File: config.mk
export PLATFORM = sky130hd
export DESIGN_NAME = tpr_mul
export DESIGN_NICKNAME = d
export VERILOG_FILES = /design/src/design/tpr_pkg.sv /design/src/design/tpr_mul.sv
export SDC_FILE = /design/constraint.sdc
export NUM_CORES = 2
export LEC_CHECK = 0
export BUFFER_PORTS_ARGS = -buffer_cell sky130_fd_sc_hd__buf_2
export CORE_ASPECT_RATIO = 0.8
export CORE_MARGIN = 2
export CORE_UTILIZATION = 60
export CTS_CLUSTER_DIAMETER = 80
export CTS_CLUSTER_SIZE = 12
export DETAILED_ROUTE_END_ITERATION = 8
export PLACE_DENSITY_LB_ADDON = 0.05
export SETUP_SLACK_MARGIN = 0.15
export SLEW_MARGIN = 10
export SYNTH_ARGS = -nofsm -noshare
export SYNTH_HDL_FRONTEND = slang
export SYNTH_SLANG_ARGS = --single-unit
File: constraint.sdc
create_clock -name clk -period 7.9 [get_ports clk]
set_input_delay 0.79 -clock clk [delete_from_list [all_inputs] [get_ports clk]]
set_output_delay 0.79 -clock clk [all_outputs]
set_load 0.01 [all_outputs]
File: src/design/tpr_pkg.sv
// Package with the types and constants shared by the track path resampler.
package tpr_pkg;

  localparam logic [15:0] STEP_SIZE_RESET = 16'd66;
  localparam logic [15:0] LOW_THRESHOLD_RESET = 16'd6554;
  localparam logic [15:0] HIGH_THRESHOLD_RESET = 16'd58982;
  localparam int QUOT_WIDTH = 17;
  localparam logic [16:0] FRACTION_ONE = 17'h10000;

  typedef enum logic [1:0] {
    REG_STEP_SIZE = 2'd0,
    REG_LOW_THRESHOLD = 2'd1,
    REG_HIGH_THRESHOLD = 2'd2
  } reg_index_t;

  typedef enum logic [3:0] {
    ST_IDLE,
    ST_MUL_VX,
    ST_MUL_VY,
    ST_COMPARE,
    ST_DIVIDE,
    ST_MUL_XL,
    ST_MUL_XH,
    ST_MUL_YL,
    ST_MUL_YH,
    ST_SUM_Y,
    ST_FINISH
  } state_t;

  typedef struct packed {
    logic first_sample;
    logic [31:0] sample_time;
    logic signed [23:0] velocity_x;
    logic signed [23:0] velocity_y;
    logic [15:0] track_fraction;
  } in_t;

  typedef struct packed {
    logic signed [47:0] point_x;
    logic signed [47:0] point_y;
    logic [31:0] point_number;
    logic signed [15:0] segment_lap;
  } out_t;

endpackage

File: src/design/tpr_mul.sv
// Shared signed multiplier with a registered product.
module tpr_mul import tpr_pkg::*; (
  input  logic               clk,
  input  logic signed [32:0] a,
  input  logic signed [32:0] b,
  output logic signed [63:0] prod
);

  logic signed [65:0] full;

  assign full = a * b;

  always_ff @(posedge clk) begin
    prod <= full[63:0];
  end

endmodule

==> results.py <==
metrics = {
    "sta": {
        "slew_violations": 0,
        "setup_ws_ns": 0.315,
        "min_period_ns": 7.58,
        "maxSlewHeadroom_pct": 61.0,
        "fmax_mhz": 132,
        "hold_violations": 0,
        "fin_crit_sh_pct": 96.0,
        "rsz0062_at_grt": "true",
        "setup_viol": 0,
        "max_slew.worst_pin.slew_ns": 0.585,
        "fin_tns_setup_ns": 0,
    },
    "clock_network": {
        "clock-sinks": 64,
        "clkTransAtPathRegs_ns": 0.06,
        "clockBufferDepth": 2,
        "cts-root-buf": "clkbuf_16",
        "postCtsHoldBufs": 0,
        "cts_tree": "built",
        "cts_made_buffers": 9,
        "htree_levels": 3,
    },
    "critical_path": {
        "slowest_stage": "fa_1",
        "worst_setup_path_end_kind": "flip-flop",
        "required_ns": 8.12,
        "critical_path_class": "in -> reg",
        "setup.worst_path.start": "a[22]",
        "path_max_fanout": 17,
        "crit_path_start_kind": "input port",
        "slowest_delay_ns": 0.58,
        "crit_arrival_ns": 7.80,
    },
    "final_layout": {
        "multi_input_area_um2": 33900,
        "layout.nets": 5903,
        "drive_gt1_share_pct": 14.7,
        "largest-register": "prod",
        "synthToLayoutAreaGrowth_pct": 13.7,
        "num-fill-cells": 5232,
        "top_regs": "prod x64",
        "n_antenna_cell": 0,
        "register_area_um2": 1280,
        "largest_reg_flops": 64,
        "post-route-util_pct": 68.7,
    },
    "synth": {
        "syn_area_per_cell_um2": 9.40,
        "synth-async-reset-ratio_pct": 0,
        "syn_inst": 4207,
        "synth_seq_cells": 64,
        "yosys_warnings": 0,
        "synth_fp_nets": 5611,
        "synth_cell_types": 57,
        "synth_area_um2": 39500,
        "synth_flop_cell": "dfxtp_1",
        "seq_area_frac_synth_pct": 3.24,
        "synth_edf_count": 0,
    },
    "hold_path": {
        "whs_path_depth": 3,
        "hold_path_class": "in -> reg",
        "hp-start": "b[0]",
        "min_to": "prod[0]$_DFF_P_",
    },
    "floorplanning": {
        "core_um2": 65500,
        "die-area_um2": 68000,
        "dieWidth_um": 291,
        "pin_count": 131,
        "rows": 84,
        "die_y_um": 234,
        "start_util_pct": 60.4,
    },
    "routing": {
        "routed-wl-met3_um": 14700,
        "first_pass_iters": 5,
        "wl_per_cell_um": 20.5,
        "drtIter0Drc": 2228,
        "wl_met2_um": 42900,
        "highest_layer": "met5",
        "vias_per_cell": 5.34,
        "num_vias": 28600,
        "route.detailed.drc": 0,
        "routed_wl_um": 110000,
        "wl_met1_um": 50900,
        "ant_nets": 0,
    },
    "grt": {
        "grt_pass1_vias": 29700,
        "grt_overflow": 0,
        "antenna_found_initial": 2,
        "grt_pass1_wl_um": 174000,
        "grtUsageTotal_pct": 33.7,
        "grt_max_degree": 26,
    },
    "placed_design": {
        "place.gp.congestion": 0.944,
        "dp_hpwl_um": 96100,
        "port_buffers": 130,
        "post-place-ws_ns": -0.292,
    },
    "run_status": {
        "outcome": "complete, no violations",
    },
    "run": {
        "drv_cap": 0,
    },
}
==> routing by layer <==
metal | vias to the layer above | global-route usage, %
met5 | - | 0
met4 | 4 | 3.90
met3 | 77 | 11.0
met2 | 1354 | 43.5
met1 | 14700 | 55.6
li1 | 12500 | -
==> kinds of logic (layout without fill, tap and decap cells) <==
kind of cell,count (synthesis),count (layout),synth area share (%)
xor gates and xnor gates,76,76,1.68
buffers and inverters,1308,1603,12.4
and+or+nand+nor,1221,1221,15.7
muxes,1,1,0.0253
AOI/OAI and AO/OA,200,200,3.25
adders and majority gates,1337,1337,63.7
DFF,64,64,3.24
==> timing repair <==
action,CTS,global route
setup buffers,0,18
endpoints found under the hold margin,0,0
setup endpoints to repair,7,28
cloned,0,11
resized for setup,6,298
pin swaps,2,137
==> metrics by stage <==
step	hold WS, ns	instances	instance area (µm²)
4_1_cts	1.06	5333	43600
6_report	0.990	5362	45000
3_5_place_dp	1.18	5319	43300
5_1_grt	0.991	5362	45000
3_3_place_gp	1.18	5319	43300
2_1_floorplan	0.917	4207	39600
==> Yosys cell counts (all sizes together), types with 2 or more instances <==
library cell | instances | area share (%)
o2111ai | 2 | 0.044
a21boi | 4 | 0.076
nor3 | 12 | 0.16
dfxtp | 64 | 3.2
a211o | 2 | 0.044
nand3 | 18 | 0.23
o2bb2ai | 2 | 0.044
xor2 | 21 | 0.47
a211oi | 9 | 0.20
nand2 | 547 | 5.2
and3 | 6 | 0.095
a21o | 18 | 0.34
o311ai | 2 | 0.063
and2 | 548 | 8.7
or4 | 2 | 0.038
a21oi | 70 | 0.90
xnor2 | 55 | 1.2
and4 | 4 | 0.089
clkbuf | 222 | 2.1
inv | 1086 | 10
nor2b | 32 | 0.51
o211ai | 7 | 0.13
fa | 1125 | 57
nor2 | 18 | 0.17
ha | 212 | 6.7
o21a | 18 | 0.34
o31a | 2 | 0.044
o31ai | 4 | 0.076
nor4 | 4 | 0.063
or2 | 2 | 0.032
a221oi | 2 | 0.044
nand2b | 9 | 0.14
o311a | 2 | 0.051
or3 | 4 | 0.063
o21bai | 7 | 0.13
o21ai | 36 | 0.47
a31oi | 6 | 0.095
nand4 | 12 | 0.19
==> layout make-up <==
cell class                 count  share of cell area, %
clock buffer                  11                  0.562
clock inverter                 3                 0.0946
inverter                    1086                   9.08
multi-input combinational   2835                   75.5
sequential                    64                   2.85
tap                          860                   2.39
timing repair buffer         503                   9.53
==> worst max-delay path, delay by kind of cell <==
kind | cells | cell delay, ns
AO/OA/AOI/OAI | 3 | 0.67
buffers and inverters | 10 | 1.00
AND/OR/NAND/NOR | 6 | 0.88
adder cells (fa/ha/maj) | 9 | 4.42
==> cells in the final DEF, fill, tap and decap left out, drive strengths merged, types with 7 or more instances in the layout <==
| master | synthesis | final |
|---|---|---|
| xor2 | 21 | 21 |
| nor2 | 18 | 18 |
| a21o | 18 | 18 |
| a211oi | 9 | 9 |
| nor2b | 32 | 32 |
| ha | 212 | 212 |
| xnor2 | 55 | 55 |
| inv | 1086 | 1084 |
| a21oi | 70 | 70 |
| nand2 | 547 | 547 |
| nand4 | 12 | 12 |
| o21ai | 36 | 36 |
| fa | 1125 | 1125 |
| buf | 0 | 483 |
| nand3 | 18 | 18 |
| nand2b | 9 | 9 |
| clkbuf | 222 | 31 |
| o211ai | 7 | 7 |
| o21bai | 7 | 7 |
| dfxtp | 64 | 64 |
| nor3 | 12 | 12 |
| o21a | 18 | 18 |
| and2 | 548 | 548 |
==> worst max path at each step <==
| stage | slack [ns] | cells after the start | endpoint |
|---|---|---|---|
| 3_5_place_dp | -0.29 | 23 | prod[61]$_DFF_P_ |
| 5_1_grt | 0.10 | 26 | prod[54]$_DFF_P_ |
| 2_1_floorplan | 0.16 | 23 | prod[63]$_DFF_P_ |
| 4_1_cts | 0.15 | 22 | prod[61]$_DFF_P_ |
| 3_3_place_gp | -0.28 | 24 | prod[60]$_DFF_P_ |
| 6_report | 0.32 | 28 | prod[60]$_DFF_P_ |
Power is not shown: default switching activity piles up to over one toggle a cycle in this logic, so the estimate is an artifact.
