`config.mk`:
```
export PLATFORM = sky130hd
export DESIGN_NAME = tpr_div
export DESIGN_NICKNAME = d
export VERILOG_FILES = /design/src/design/tpr_pkg.sv /design/src/design/tpr_div.sv
export SDC_FILE = /design/constraint.sdc
export NUM_CORES = 1
export LEC_CHECK = 0
export BUFFER_PORTS_ARGS = -buffer_cell sky130_fd_sc_hd__buf_2
export CAP_MARGIN = 10
export CELL_PAD_IN_SITES_DETAIL_PLACEMENT = 1
export CELL_PAD_IN_SITES_GLOBAL_PLACEMENT = 1
export CORE_ASPECT_RATIO = 1.4
export CORE_UTILIZATION = 48
export DETAILED_ROUTE_END_ITERATION = 8
export GPL_ROUTABILITY_DRIVEN = 0
export HOLD_SLACK_MARGIN = 0.02
export PLACE_DENSITY = 0.93
export SYNTH_ARGS = -nofsm -noshare
export SYNTH_HDL_FRONTEND = slang
export SYNTH_SLANG_ARGS = --single-unit
```
`constraint.sdc`:
```
create_clock -name clk -period 6.7 [get_ports clk]
set_input_delay 0.67 -clock clk [delete_from_list [all_inputs] [get_ports clk]]
set_output_delay 0.67 -clock clk [all_outputs]
set_load 0.01 [all_outputs]
```
`src/design/tpr_pkg.sv`:
```
// Package with the types and constants shared by the track path resampler.
package tpr_pkg;

  localparam logic [15:0] STEP_SIZE_RESET = 16'd66;
  localparam logic [15:0] LOW_THRESHOLD_RESET = 16'd6554;
  localparam logic [15:0] HIGH_THRESHOLD_RESET = 16'd58982;
  localparam int QUOT_WIDTH = 17;
  localparam logic [16:0] FRACTION_ONE = 17'h10000;

  typedef enum logic [1:0] {
    REG_STEP_SIZE = 2'd0,
    REG_LOW_THRESHOLD = 2'd1,
    REG_HIGH_THRESHOLD = 2'd2
  } reg_index_t;

  typedef enum logic [3:0] {
    ST_IDLE,
    ST_MUL_VX,
    ST_MUL_VY,
    ST_COMPARE,
    ST_DIVIDE,
    ST_MUL_XL,
    ST_MUL_XH,
    ST_MUL_YL,
    ST_MUL_YH,
    ST_SUM_Y,
    ST_FINISH
  } state_t;

  typedef struct packed {
    logic first_sample;
    logic [31:0] sample_time;
    logic signed [23:0] velocity_x;
    logic signed [23:0] velocity_y;
    logic [15:0] track_fraction;
  } in_t;

  typedef struct packed {
    logic signed [47:0] point_x;
    logic signed [47:0] point_y;
    logic [31:0] point_number;
    logic signed [15:0] segment_lap;
  } out_t;

endpackage

```
`src/design/tpr_div.sv`:
```
// Restoring divider that yields a 17-bit quotient, one bit per cycle.
module tpr_div import tpr_pkg::*; (
  input  logic                  clk,
  input  logic                  rst,
  input  logic                  start,
  input  logic [33:0]           num,
  input  logic [32:0]           den,
  output logic                  done,
  output logic [QUOT_WIDTH-1:0] quot
);

  logic [33:0] rem;
  logic [32:0] dvs;
  logic [4:0]  cnt;
  logic        busy;
  logic        fits;
  logic [33:0] diff;

  assign fits = rem >= {1'b0, dvs};
  assign diff = rem - {1'b0, dvs};

  always_ff @(posedge clk) begin
    if (rst) begin
      busy <= 1'b0;
      done <= 1'b0;
      cnt  <= '0;
    end else begin
      done <= 1'b0;
      if (start) begin
        busy <= 1'b1;
        cnt  <= 5'(QUOT_WIDTH - 1);
      end else if (busy) begin
        cnt <= cnt - 5'd1;
        if (cnt == 5'd0) begin
          busy <= 1'b0;
          done <= 1'b1;
        end
      end
    end
  end

  always_ff @(posedge clk) begin
    if (start) begin
      rem  <= num;
      dvs  <= den;
      quot <= '0;
    end else if (busy) begin
      quot <= {quot[QUOT_WIDTH-2:0], fits};
      rem  <= fits ? {diff[32:0], 1'b0} : {rem[32:0], 1'b0};
    end
  end

endmodule

```
==> summary.txt, run 1 <==
Power
  – P_leak: 0.00278 µW
  – Clock power share: 0.222
  – Net Switching: 897 µW
  – Net Sw Frac: 0.395
  – Int Power: 1370 µW
  – PwrDens: 349 mW/mm²
  – Part of the power in combinational logic: 0.441
  – Seq pwr share: 0.337
  – Maximum VDD drop: 0.000230 V
  – Pwr Total: 2270 µW

Global route
  – Gr usage total: 0.258
  – First-pass GRT wire length: 24500 µm
  – Global routing usage on met2: 0.482
  – Grt ovf: 0
  – GR Util met3: 0.0440
  – Vias in the first global route: 5057
  – Most Used Layer, Global Route: met2
  – Largest net degree at the start of global routing: 92
  – M1 GR Usage: 0.275
  – Initial antenna violation count: 0

STA
  – Tcrit/Tclk final: 0.640
  – Final setup fails: 0
  – Fin. max-slew vios: 0
  – Worst Skew: 0.00932 ns
  – Slew margin rel.: 0.290
  – Setup TNS: 0 ns
  – Minimum clock period: 4.29 ns
  – Final Hold Viols: 0
  – Fmax: 233 MHz
  – Final Worst Setup Slack: 2.41 ns
  – RSZ-0062 raised after global routing: no
  – Least-Margin Pin Slew: 1.06 ns

Die
  – Chip height: 131 µm
  – Core area: 0.0115 mm²
  – Core Rows: 46
  – DIE AREA: 0.0123 mm²
  – Die W: 94.1 µm
  – I/O Pins: 88
  – Initial Utilization: 0.498

Clocking
  – Sink Count: 91
  – CTS root buf: clkbuf_16
  – CTS buffer count: 9
  – Clock H-tree levels: 3
  – Clock latency on the worst-skew pair: 0.35 ns
  – Clock Pin Slew Worst Setup and Hold Paths: 0.07 ns
  – CTS tree: yes
  – Setup Buffers After CTS: 0
  – Resized cells post-CTS: 0
  – # hold bufs at CTS: 0
  – Clock Path Buffers: 2

Setup path
  – Critical path peak fanout: 33
  – CP Launch Point: rem[0]
  – Critical Path Sink Type: register
  – Type of origin of the critical path: register
  – CP most frequent cell: inv_1
  – Slowest-stage cell, CP: a41oi_4
  – Slowest stage delay, CP: 0.90 ns
  – CP arrival: 4.39 ns
  – Setup Crit Path Kind: register to register
  – Req. time, crit path: 6.81 ns
  – Worst-path cell chain: inv_1 -> ha_1 -> inv_1 -> fa_1 -> a21o_1 -> a221oi_2 -> or4_4 -> a21oi_2 -> o21a_1 -> a41oi_4 -> buf_4 -> mux2i_1 -> mux2_2
  – Worst R2R Start: rem[0]

Routing
  – Antenna viol nets, final: 0
  – WL/cell: 19.0 µm
  – DRT Wirelength: 15200 µm
  – 1st-pass router iterations: 4
  – Routed via count: 4717
  – Via-to-Cell Ratio: 5.93
  – DRC viols: 0
  – Iter 0 DRT Violations: 173

Cells and area
  – P&R area growth vs syn: 14.0%
  – Share of cells above drive strength 1: 0.183
  – Nets@finish: 753
  – Layout Cells excl Fill: 796
  – Final Cell Area: 0.00650 mm²
  – Number of diodes: 0

Logic synthesis
  – Number of flops mapped to enable cells by yosys: 67
  – Post-synthesis xor/xnor area fraction: 0.0522
  – Synthesized instance count: 576
  – Dominant synthesized flop cell: edfxtp_1
  – YS warnings: 0
  – Mapped Area: 0.00570 mm²
  – Syn Area/Cell: 9.90 µm²
  – Syn_nets: 682
  – Mux cell area share after synthesis: 0.0434
  – Count of cell types in the netlist: 58
  – Cell taking the most area after synthesis: edfxtp_1
  – Synth Area in Simple Gates: 0.154
  – Ys async rst share: 0
  – Post-synth top cells: edfxtp_1 (67), nand2_1 (54), inv_1 (46)
  – Leading post-synthesis cells by cell area: edfxtp_1 (35%), dfxtp_1 (8.4%), ha_1 (7.7%)
  – Fraction of the mapped netlist area in compound gates: 0.177
  – Adder-Cell Fraction of Synth Area: 0.0803
  – Seq cells post-synth: 91
  – Share of the yosys chip area belonging to registers: 0.437
  – Area share of the largest cell type after synthesis: 0.353
  – Main combinational cell family by area after synthesis: compound AO/OA/AOI/OAI gates
  – Most common cell in the netlist: edfxtp_1

Placed design
  – Placed cell count: 780
  – HPWL Detailed: 10900 µm
  – PortBufs: 87
  – Dpl ws: 2.43 ns
  – Dpl cell area: 0.00621 mm²

Hold path
  – Hold Path Class: input port to register
  – Worst Hold Launch: den[22]

Run status
  – Outcome: finished, final reports clean

Flow run
  – Max_cap viols: 0
## stage by stage
step	hold slack (ns)	utilization
3_3_place_gp	0.477	0.542
6_report	0.487	0.568
4_1_cts	0.482	0.568
2_1_floorplan	0.469	-
3_5_place_dp	0.515	0.542
5_1_grt	0.483	0.568
## placed cells by master, fill, tap and decap left out, types with 21 or more instances in the layout
cell      synthesis  routed
buf_2             3      86
edfxtp_1         67      67
nand2_1          54      54
inv_1            46      46
nor2_1           42      42
ha_1             35      35
a21oi_1          27      27
dfxtp_1          24      24
o21ai_0          23      23
mux2i_1          21      21
## critical path, delay by kind of cell (launching register included)
family / cells / cell delay (ns)
AOI/OAI and AO/OA: 5 / 1.86
and+or+nand+nor: 1 / 0.22
DFF: 1 / 0.38
adders and majority gates: 2 / 0.59
muxes: 2 / 0.38
buffers and inverters: 3 / 0.59
## sequential cells by signal, indices dropped and copies added, names as in the netlist
signal	cells
busy	1
dvs	33
quot	17
done	1
rem	34
cnt	5
## per-layer routing
layer	vias to the layer above	wire length, µm
met3	51	535
li1	2254	-
met2	128	8200
met1	2284	5780
met5	-	0
met4	0	632
## cell families after synthesis
family,count (synthesis)
AOI/OAI and AO/OA,140
buffers and inverters,76
adders and majority gates,36
and+or+nand+nor,175
muxes,24
xor gates and xnor gates,34
DFF,91
## layout make-up
class	count	area, µm²
well taps	144	180
flip-flops and latches	91	2490
inverters	46	173
fillers	1298	4950
repair buffers	90	460
clock inverters	7	66.3
clock buffers	9	225
multi-input cells	409	2900
## power by group through the flow
| stage | sequential [µW] | combinational, µW | clock [µW] |
|---|---|---|---|
| after global placement | 769 | 917 | 0 |
| final | 765 | 1000 | 504 |
| after floorplan | 755 | 748 | 0 |
| after detailed placement | 775 | 966 | 0 |
| after global routing | 774 | 1090 | 531 |
| after CTS | 764 | 992 | 513 |
## path summary, 6_finish.rpt
check             cells past startpoint        to  slack, ns
setup / recovery                     13    rem[1]       2.41
hold / removal                        1   dvs[22]       0.49
setup reg to reg                     13    rem[1]       2.41
hold reg to reg                       2  quot[14]       0.53
Note: power is estimated with default switching activity, not from simulation.
==> run 2: changes to the inputs <==
--- a/config.mk
+++ b/config.mk
@@ -10,11 +10,11 @@
 export CELL_PAD_IN_SITES_DETAIL_PLACEMENT = 1
 export CELL_PAD_IN_SITES_GLOBAL_PLACEMENT = 1
 export CORE_ASPECT_RATIO = 1.4
-export CORE_UTILIZATION = 48
+export CORE_UTILIZATION = 45
 export DETAILED_ROUTE_END_ITERATION = 8
 export GPL_ROUTABILITY_DRIVEN = 0
 export HOLD_SLACK_MARGIN = 0.02
-export PLACE_DENSITY = 0.93
+export PLACE_DENSITY = 0.88
 export SYNTH_ARGS = -nofsm -noshare
 export SYNTH_HDL_FRONTEND = slang
 export SYNTH_SLANG_ARGS = --single-unit
==> constraint.sdc (replaced) <==
create_clock -name clk -period 4 [get_ports clk]
set_input_delay 0.4 -clock clk [delete_from_list [all_inputs] [get_ports clk]]
set_output_delay 0.4 -clock clk [all_outputs]
set_load 0.01 [all_outputs]
==> run 2 against run 1 <==
Design area rose by 0.79%; core utilization decreased by 3.8 points; power increased by 69%; first-iteration DRC count increased by 1.2%; critical path depth unchanged; cell count increased by 1.0%; worst hold slack got worse by 0.27 ns; routed wire length down 2.7%; sequential share of layout area shrank 0.30 points; sequential cell count unchanged; fmax up 17%; largest power group unchanged.
==> summary.txt, run 2 (same netlist as run 1, synthesis figures left out) <==
STA
  – RSZ-0062 raised after global routing: no
  – Minimum clock period: 3.66 ns (-0.624 ns)
  – Final setup fails: 0 (unchanged)
  – Final Worst Setup Slack: 0.336 ns (-2.08 ns)
  – Least-Margin Pin Slew: 0.932 ns (-0.130 ns)
  – Final Hold Viols: 0 (unchanged)
  – Slew margin rel.: 0.379 (+0.0887)
  – Fin. max-slew vios: 0 (unchanged)
  – Worst Skew: 0.0114 ns (+0.00204 ns)
  – Setup TNS: 0 ns (unchanged)
  – Fmax: 273 MHz (+17%)
  – Tcrit/Tclk final: 0.916 (+0.276)

Power
  – Maximum VDD drop: 0.000371 V (+62%)
  – P_leak: 0.00280 µW (+0.85%)
  – PwrDens: 584 mW/mm² (+67%)

Routing
  – Iter 0 DRT Violations: 175 (+1.2%)
  – WL/cell: 18.3 µm (-3.6%)
  – DRC viols: 0 (unchanged)
  – Antenna viol nets, final: 0 (unchanged)
  – 1st-pass router iterations: 4 (unchanged)
  – DRT Wirelength: 14700 µm (-2.7%)
  – Via-to-Cell Ratio: 5.77 (-2.7%)
  – Routed via count: 4636 (-1.7%)

Die
  – Die W: 97.1 µm (+3.2%)
  – Core Rows: 48 (+4.3%)
  – DIE AREA: 0.0131 mm² (+6.5%)
  – I/O Pins: 88 (unchanged)
  – Initial Utilization: 0.461 (-0.0370)
  – Core area: 0.0124 mm² (+8.0%)
  – Chip height: 135 µm (+3.2%)

Global route
  – First-pass GRT wire length: 24100 µm (-1.6%)
  – Largest net degree at the start of global routing: 85 (-7.6%)
  – Grt ovf: 0 (unchanged)
  – Initial antenna violation count: 0 (unchanged)
  – Vias in the first global route: 5075 (+0.36%)
  – Gr usage total: 0.231 (-0.0278)

Placed design
  – Dpl ws: 0.356 ns (-2.07 ns)
  – HPWL Detailed: 10900 µm (-0.42%)
  – PortBufs: 87 (unchanged)

Clocking
  – Sink Count: 91 (unchanged)
  – # hold bufs at CTS: 0 (unchanged)
  – Clock Path Buffers: 2 (unchanged)
  – CTS tree: yes
  – Clock H-tree levels: 3 (unchanged)
  – CTS root buf: clkbuf_16
  – Clock latency on the worst-skew pair: 0.36 ns (about the same)
  – Resized cells post-CTS: 0 (unchanged)
  – Setup Buffers After CTS: 0 (unchanged)
  – CTS buffer count: 9 (unchanged)
  – Clock Pin Slew Worst Setup and Hold Paths: 0.08 ns (about the same)

Cells and area
  – Largest Register: rem
  – Most frequent cells in the layout: buf_2 (86), edfxtp_1 (67), nand2_1 (54)
  – FF+latch area: 0.00249 mm² (unchanged)
  – Fill cells: 1440 (+11%)
  – Leading cell type in the layout, fill and taps excluded: buf_2
  – P&R area growth vs syn: 14.9%
  – Top flop regs: rem (34), dvs (33), quot (17)
  – Share of cells above drive strength 1: 0.185 (+0.00250)
  – Area occupied by multi-input gates: 0.00290 mm² (unchanged)
  – Number of diodes: 0 (unchanged)
  – Max FFs per register: 34 (unchanged)
  – Nets@finish: 755 (+0.27%)

Setup path
  – Setup Crit Path Kind: register to register
  – CP arrival: 3.77 ns (-0.62 ns)
  – Slowest stage delay, CP: 0.42 ns (-0.48 ns)
  – Critical Path Sink Type: register
  – Type of origin of the critical path: register
  – Critical path peak fanout: 25 (-24%)
  – Worst-path cell chain: inv_1 -> ha_1 -> inv_1 -> fa_1 -> a21o_1 -> a221oi_2 -> or4_4 -> a21oi_2 -> o21a_1 -> a41oi_4 -> buf_4 -> mux2i_1 -> mux2_2
  – CP most frequent cell: inv_1
  – Slowest-stage cell, CP: a221oi_2
  – Req. time, crit path: 4.11 ns (-2.70 ns)

Run status
  – Outcome: finished, final reports clean

Flow run
  – Max_cap viols: 0 (unchanged)

Hold path
  – Hold Path Class: input port to register
run 2: per-layer routing:
layer | GRT usage | up-vias | routed length [µm]
li1 | - | 2257 | -
met2 | 0.446 | 105 | 8060
met3 | 0.0361 | 31 | 454
met4 | 0.100 | 0 | 427
met5 | 0 | - | 0
met1 | 0.245 | 2243 | 5800
run 2: through the flow:
stage | hold WS [ns] | power (µW) | area, µm² | instances | util
5_1_grt | 0.203 | 4050 | 6550 | 804 | 0.530
3_5_place_dp | 0.514 | 2930 | 6240 | 788 | 0.505
3_3_place_gp | 0.478 | 2850 | 6240 | 788 | 0.505
6_report | 0.214 | 3830 | 6550 | 804 | 0.530
2_1_floorplan | 0.469 | 2520 | 5700 | 576 | -
4_1_cts | 0.207 | 3840 | 6550 | 804 | 0.530
run 2: final cells by class:
type | instances | share of cell area
Timing Repair Buffer | 92 | 0.0745
Clock buffer | 10 | 0.0382
Clock inverter | 6 | 0.00879
Multi-Input combinational cell | 409 | 0.443
Inverter | 46 | 0.0264
Tap cell | 150 | 0.0286
Sequential cell | 91 | 0.380
run 2: worst paths after layout:
path                    to      from  cells past startpoint  slack (ns)
setup / recovery    rem[1]    rem[0]                     13        0.34
hold reg to reg   quot[15]  quot[15]                      2        0.53
hold / removal     dvs[31]   den[31]                      1        0.21
setup reg to reg    rem[1]    rem[0]                     13        0.34
run 2: where the power goes:
group          switching, µW  internal, µW  total [µW]  leakage (µW)
Combinational            990           670        1660       0.00179
Clock                    411           478         889      0.000155
Sequential              80.0          1200        1280      0.000864
run 2: worst max-delay path: cells and delay by family (launching register included):
kind | cells | cell delay, ns
multiplexers | 2 | 0.39
AO/OA/AOI/OAI | 5 | 1.31
adder cells (fa/ha/maj) | 2 | 0.60
buffers and inverters | 3 | 0.52
flip-flops | 1 | 0.36
AND/OR/NAND/NOR | 1 | 0.23
==> run 3: changes to the inputs <==
==> constraint.sdc (replaced) <==
create_clock -name clk -period 4 [get_ports clk]
set_input_delay 0.8 -clock clk [delete_from_list [all_inputs] [get_ports clk]]
set_output_delay 0.8 -clock clk [all_outputs]
set_load 0.01 [all_outputs]
==> run 3 against run 2 <==
Largest cell class unchanged; non-clock buffer count unchanged; routed wire length up 4.0%; sequential share of layout area up 0.080 points.
==> summary.txt, run 3 (same netlist as run 1, synthesis figures left out) <==
Cells and area
  – P&R area growth vs syn: 14.6%
  – Share of cells above drive strength 1: 0.185 (unchanged)
  – Largest Register: rem
  – Most frequent cells in the layout: buf_2 (86), edfxtp_1 (67), nand2_1 (54)
  – Top flop regs: rem (34), dvs (33), quot (17)
  – Max FFs per register: 34 (unchanged)
  – Layout Cells excl Fill: 804 (unchanged)
  – Nets@finish: 755 (unchanged)
  – Number of diodes: 0 (unchanged)
  – Leading cell type in the layout, fill and taps excluded: buf_2

Routing
  – Antenna viol nets, final: 0 (unchanged)
  – 1st-pass router iterations: 4 (unchanged)
  – Iter 0 DRT Violations: 223 (+27%)
  – Routed via count: 4662 (+0.56%)
  – WL/cell: 19.1 µm (+4.0%)
  – Via-to-Cell Ratio: 5.80 (+0.56%)
  – DRC viols: 0 (unchanged)
  – DRT Wirelength: 15300 µm (+4.0%)

STA
  – Least-Margin Pin Slew: 0.945 ns (+0.0132 ns)
  – Minimum clock period: 3.69 ns (+0.0220 ns)
  – Slew margin rel.: 0.370 (-0.00880)
  – Fin. max-slew vios: 0 (unchanged)
  – Setup TNS: 0 ns (unchanged)
  – Final Hold Viols: 0 (unchanged)
  – Fmax: 271 MHz (-0.60%)
  – Final setup fails: 0 (unchanged)
  – Tcrit/Tclk final: 0.922 (+0.00551)
  – Worst Skew: 0.0112 ns (-0.000193 ns)
  – RSZ-0062 raised after global routing: no

Clocking
  – Resized cells post-CTS: 0 (unchanged)
  – # hold bufs at CTS: 0 (unchanged)
  – Clock latency on the worst-skew pair: 0.35 ns (about the same)
  – Clock Path Buffers: 2 (unchanged)
  – CTS tree: yes
  – Setup Buffers After CTS: 0 (unchanged)
  – Sink Count: 91 (unchanged)
  – CTS buffer count: 9 (unchanged)
  – CTS root buf: clkbuf_16
  – Clock H-tree levels: 3 (unchanged)
  – Clock Pin Slew Worst Setup and Hold Paths: 0.08 ns (about the same)

Flow run
  – Max_cap viols: 0 (unchanged)

Power
  – Pwr Total: 3820 µW (-0.25%)
  – Maximum VDD drop: 0.000213 V (-42%)
  – PwrDens: 584 mW/mm² (about the same)
  – P_leak: 0.00280 µW (-0.27%)

Run status
  – Outcome: finished, final reports clean

Die
  – Chip height: 135 µm (unchanged)
  – Core area: 0.0124 mm² (unchanged)
  – Initial Utilization: 0.461 (unchanged)
  – Core Rows: 48 (unchanged)
  – DIE AREA: 0.0131 mm² (unchanged)
  – I/O Pins: 88 (unchanged)
  – Die W: 97.1 µm (unchanged)

Setup path
  – R2r setup slk: 0.31 ns (-0.02 ns)
  – Critical Path Sink Type: register
  – CP arrival: 3.80 ns (+0.03 ns)
  – Worst-path cell chain: inv_1 -> ha_1 -> inv_1 -> fa_1 -> a21o_1 -> a221oi_2 -> or4_4 -> a21oi_2 -> o21a_1 -> a41oi_4 -> buf_4 -> mux2i_1 -> mux2_2
  – Type of origin of the critical path: register
  – CP most frequent cell: inv_1
  – Critical path peak fanout: 25 (unchanged)
  – Cell depth of the worst setup path: 13 (unchanged)
  – Reg2Reg Depth: 13 (unchanged)
  – Buf+Inv Stages, Crit Path: 3 (unchanged)
  – Req. time, crit path: 4.11 ns (about the same)
  – Worst path top cell family by delay: compound AO/OA/AOI/OAI gates
  – Slowest stage delay, CP: 0.41 ns (about the same)
  – Setup Crit Path Kind: register to register
  – Slowest-stage cell, CP: fa_1

Hold path
  – Hold path depth: 2 (+1)
  – Hold Path Class: register to register

Global route
  – Grt ovf: 0 (unchanged)
  – Gr usage total: 0.239 (+0.00809)
  – Initial antenna violation count: 0 (unchanged)
  – First-pass GRT wire length: 24700 µm (+2.4%)
  – Vias in the first global route: 5055 (-0.39%)
  – Largest net degree at the start of global routing: 90 (+5.9%)

Placed design
  – PortBufs: 87 (unchanged)
  – Placed cell count: 788 (unchanged)
  – HPWL Detailed: 11200 µm (+2.6%)
-- run 3: cell types whose count changed in the layout (fill, tap and decap cells not counted) --
cell / change
clkbuf_16: -1
clkinv_4: +1
clkinv_8: +1
inv_4: +1
inv_6: -1
inv_8: -1
-- run 3: layout make-up --
type | instances | area, µm²
clock buffer | 9 | 225
clock inverter | 7 | 68.8
fill | 1421 | 5830
inverter | 46 | 173
multi-input combinational | 409 | 2900
sequential | 91 | 2490
tap | 150 | 188
timing repair buffer | 92 | 488
-- run 3: per-stage QoR --
stage / hold slack [ns] / area, µm² / util / worst slack, ns
after detailed placement: 0.508 / 6240 / 0.505 / 0.318
after global routing: 0.561 / 6540 / 0.528 / 0.142
after global placement: 0.477 / 6240 / 0.505 / 0.564
after CTS: 0.532 / 6540 / 0.528 / 0.302
after floorplan: 0.469 / 5700 / - / 0.841
final: 0.527 / 6540 / 0.528 / 0.314
-- run 3: path summary, 6_finish.rpt --
check                               from  endpoint
worst min register to register  quot[13]  quot[13]
worst min-delay path            quot[13]  quot[13]
worst max-delay path              rem[0]    rem[1]
worst max register to register    rem[0]    rem[1]
-- run 3: per-layer routing --
| metal | track usage | up-vias | wire length, µm |
|---|---|---|---|
| met4 | 0.104 | 0 | 498 |
| met2 | 0.467 | 111 | 8540 |
| met1 | 0.242 | 2248 | 5760 |
| met5 | 0 | - | 0 |
| met3 | 0.0475 | 40 | 533 |
| li1 | - | 2263 | - |
-- run 3: power by group --
part / internal [µW] / leakage (µW) / switching, µW
logic: 670 / 0.00179 / 1010
clock network: 440 / 0.000147 / 418
registers: 1200 / 0.000864 / 83.4
-- run 3: worst register-to-register path, stage by stage (launching register included) --
cell and delay [ns]:
edfxtp_1 0.39, inv_1 0.10, ha_1 0.18, inv_1 0.06, fa_1 0.41, a21o_1 0.24, a221oi_2 0.38, or4_4 0.22
a21oi_2 0.07, o21a_1 0.28, a41oi_4 0.33, buf_4 0.37, mux2i_1 0.14, mux2_2 0.27
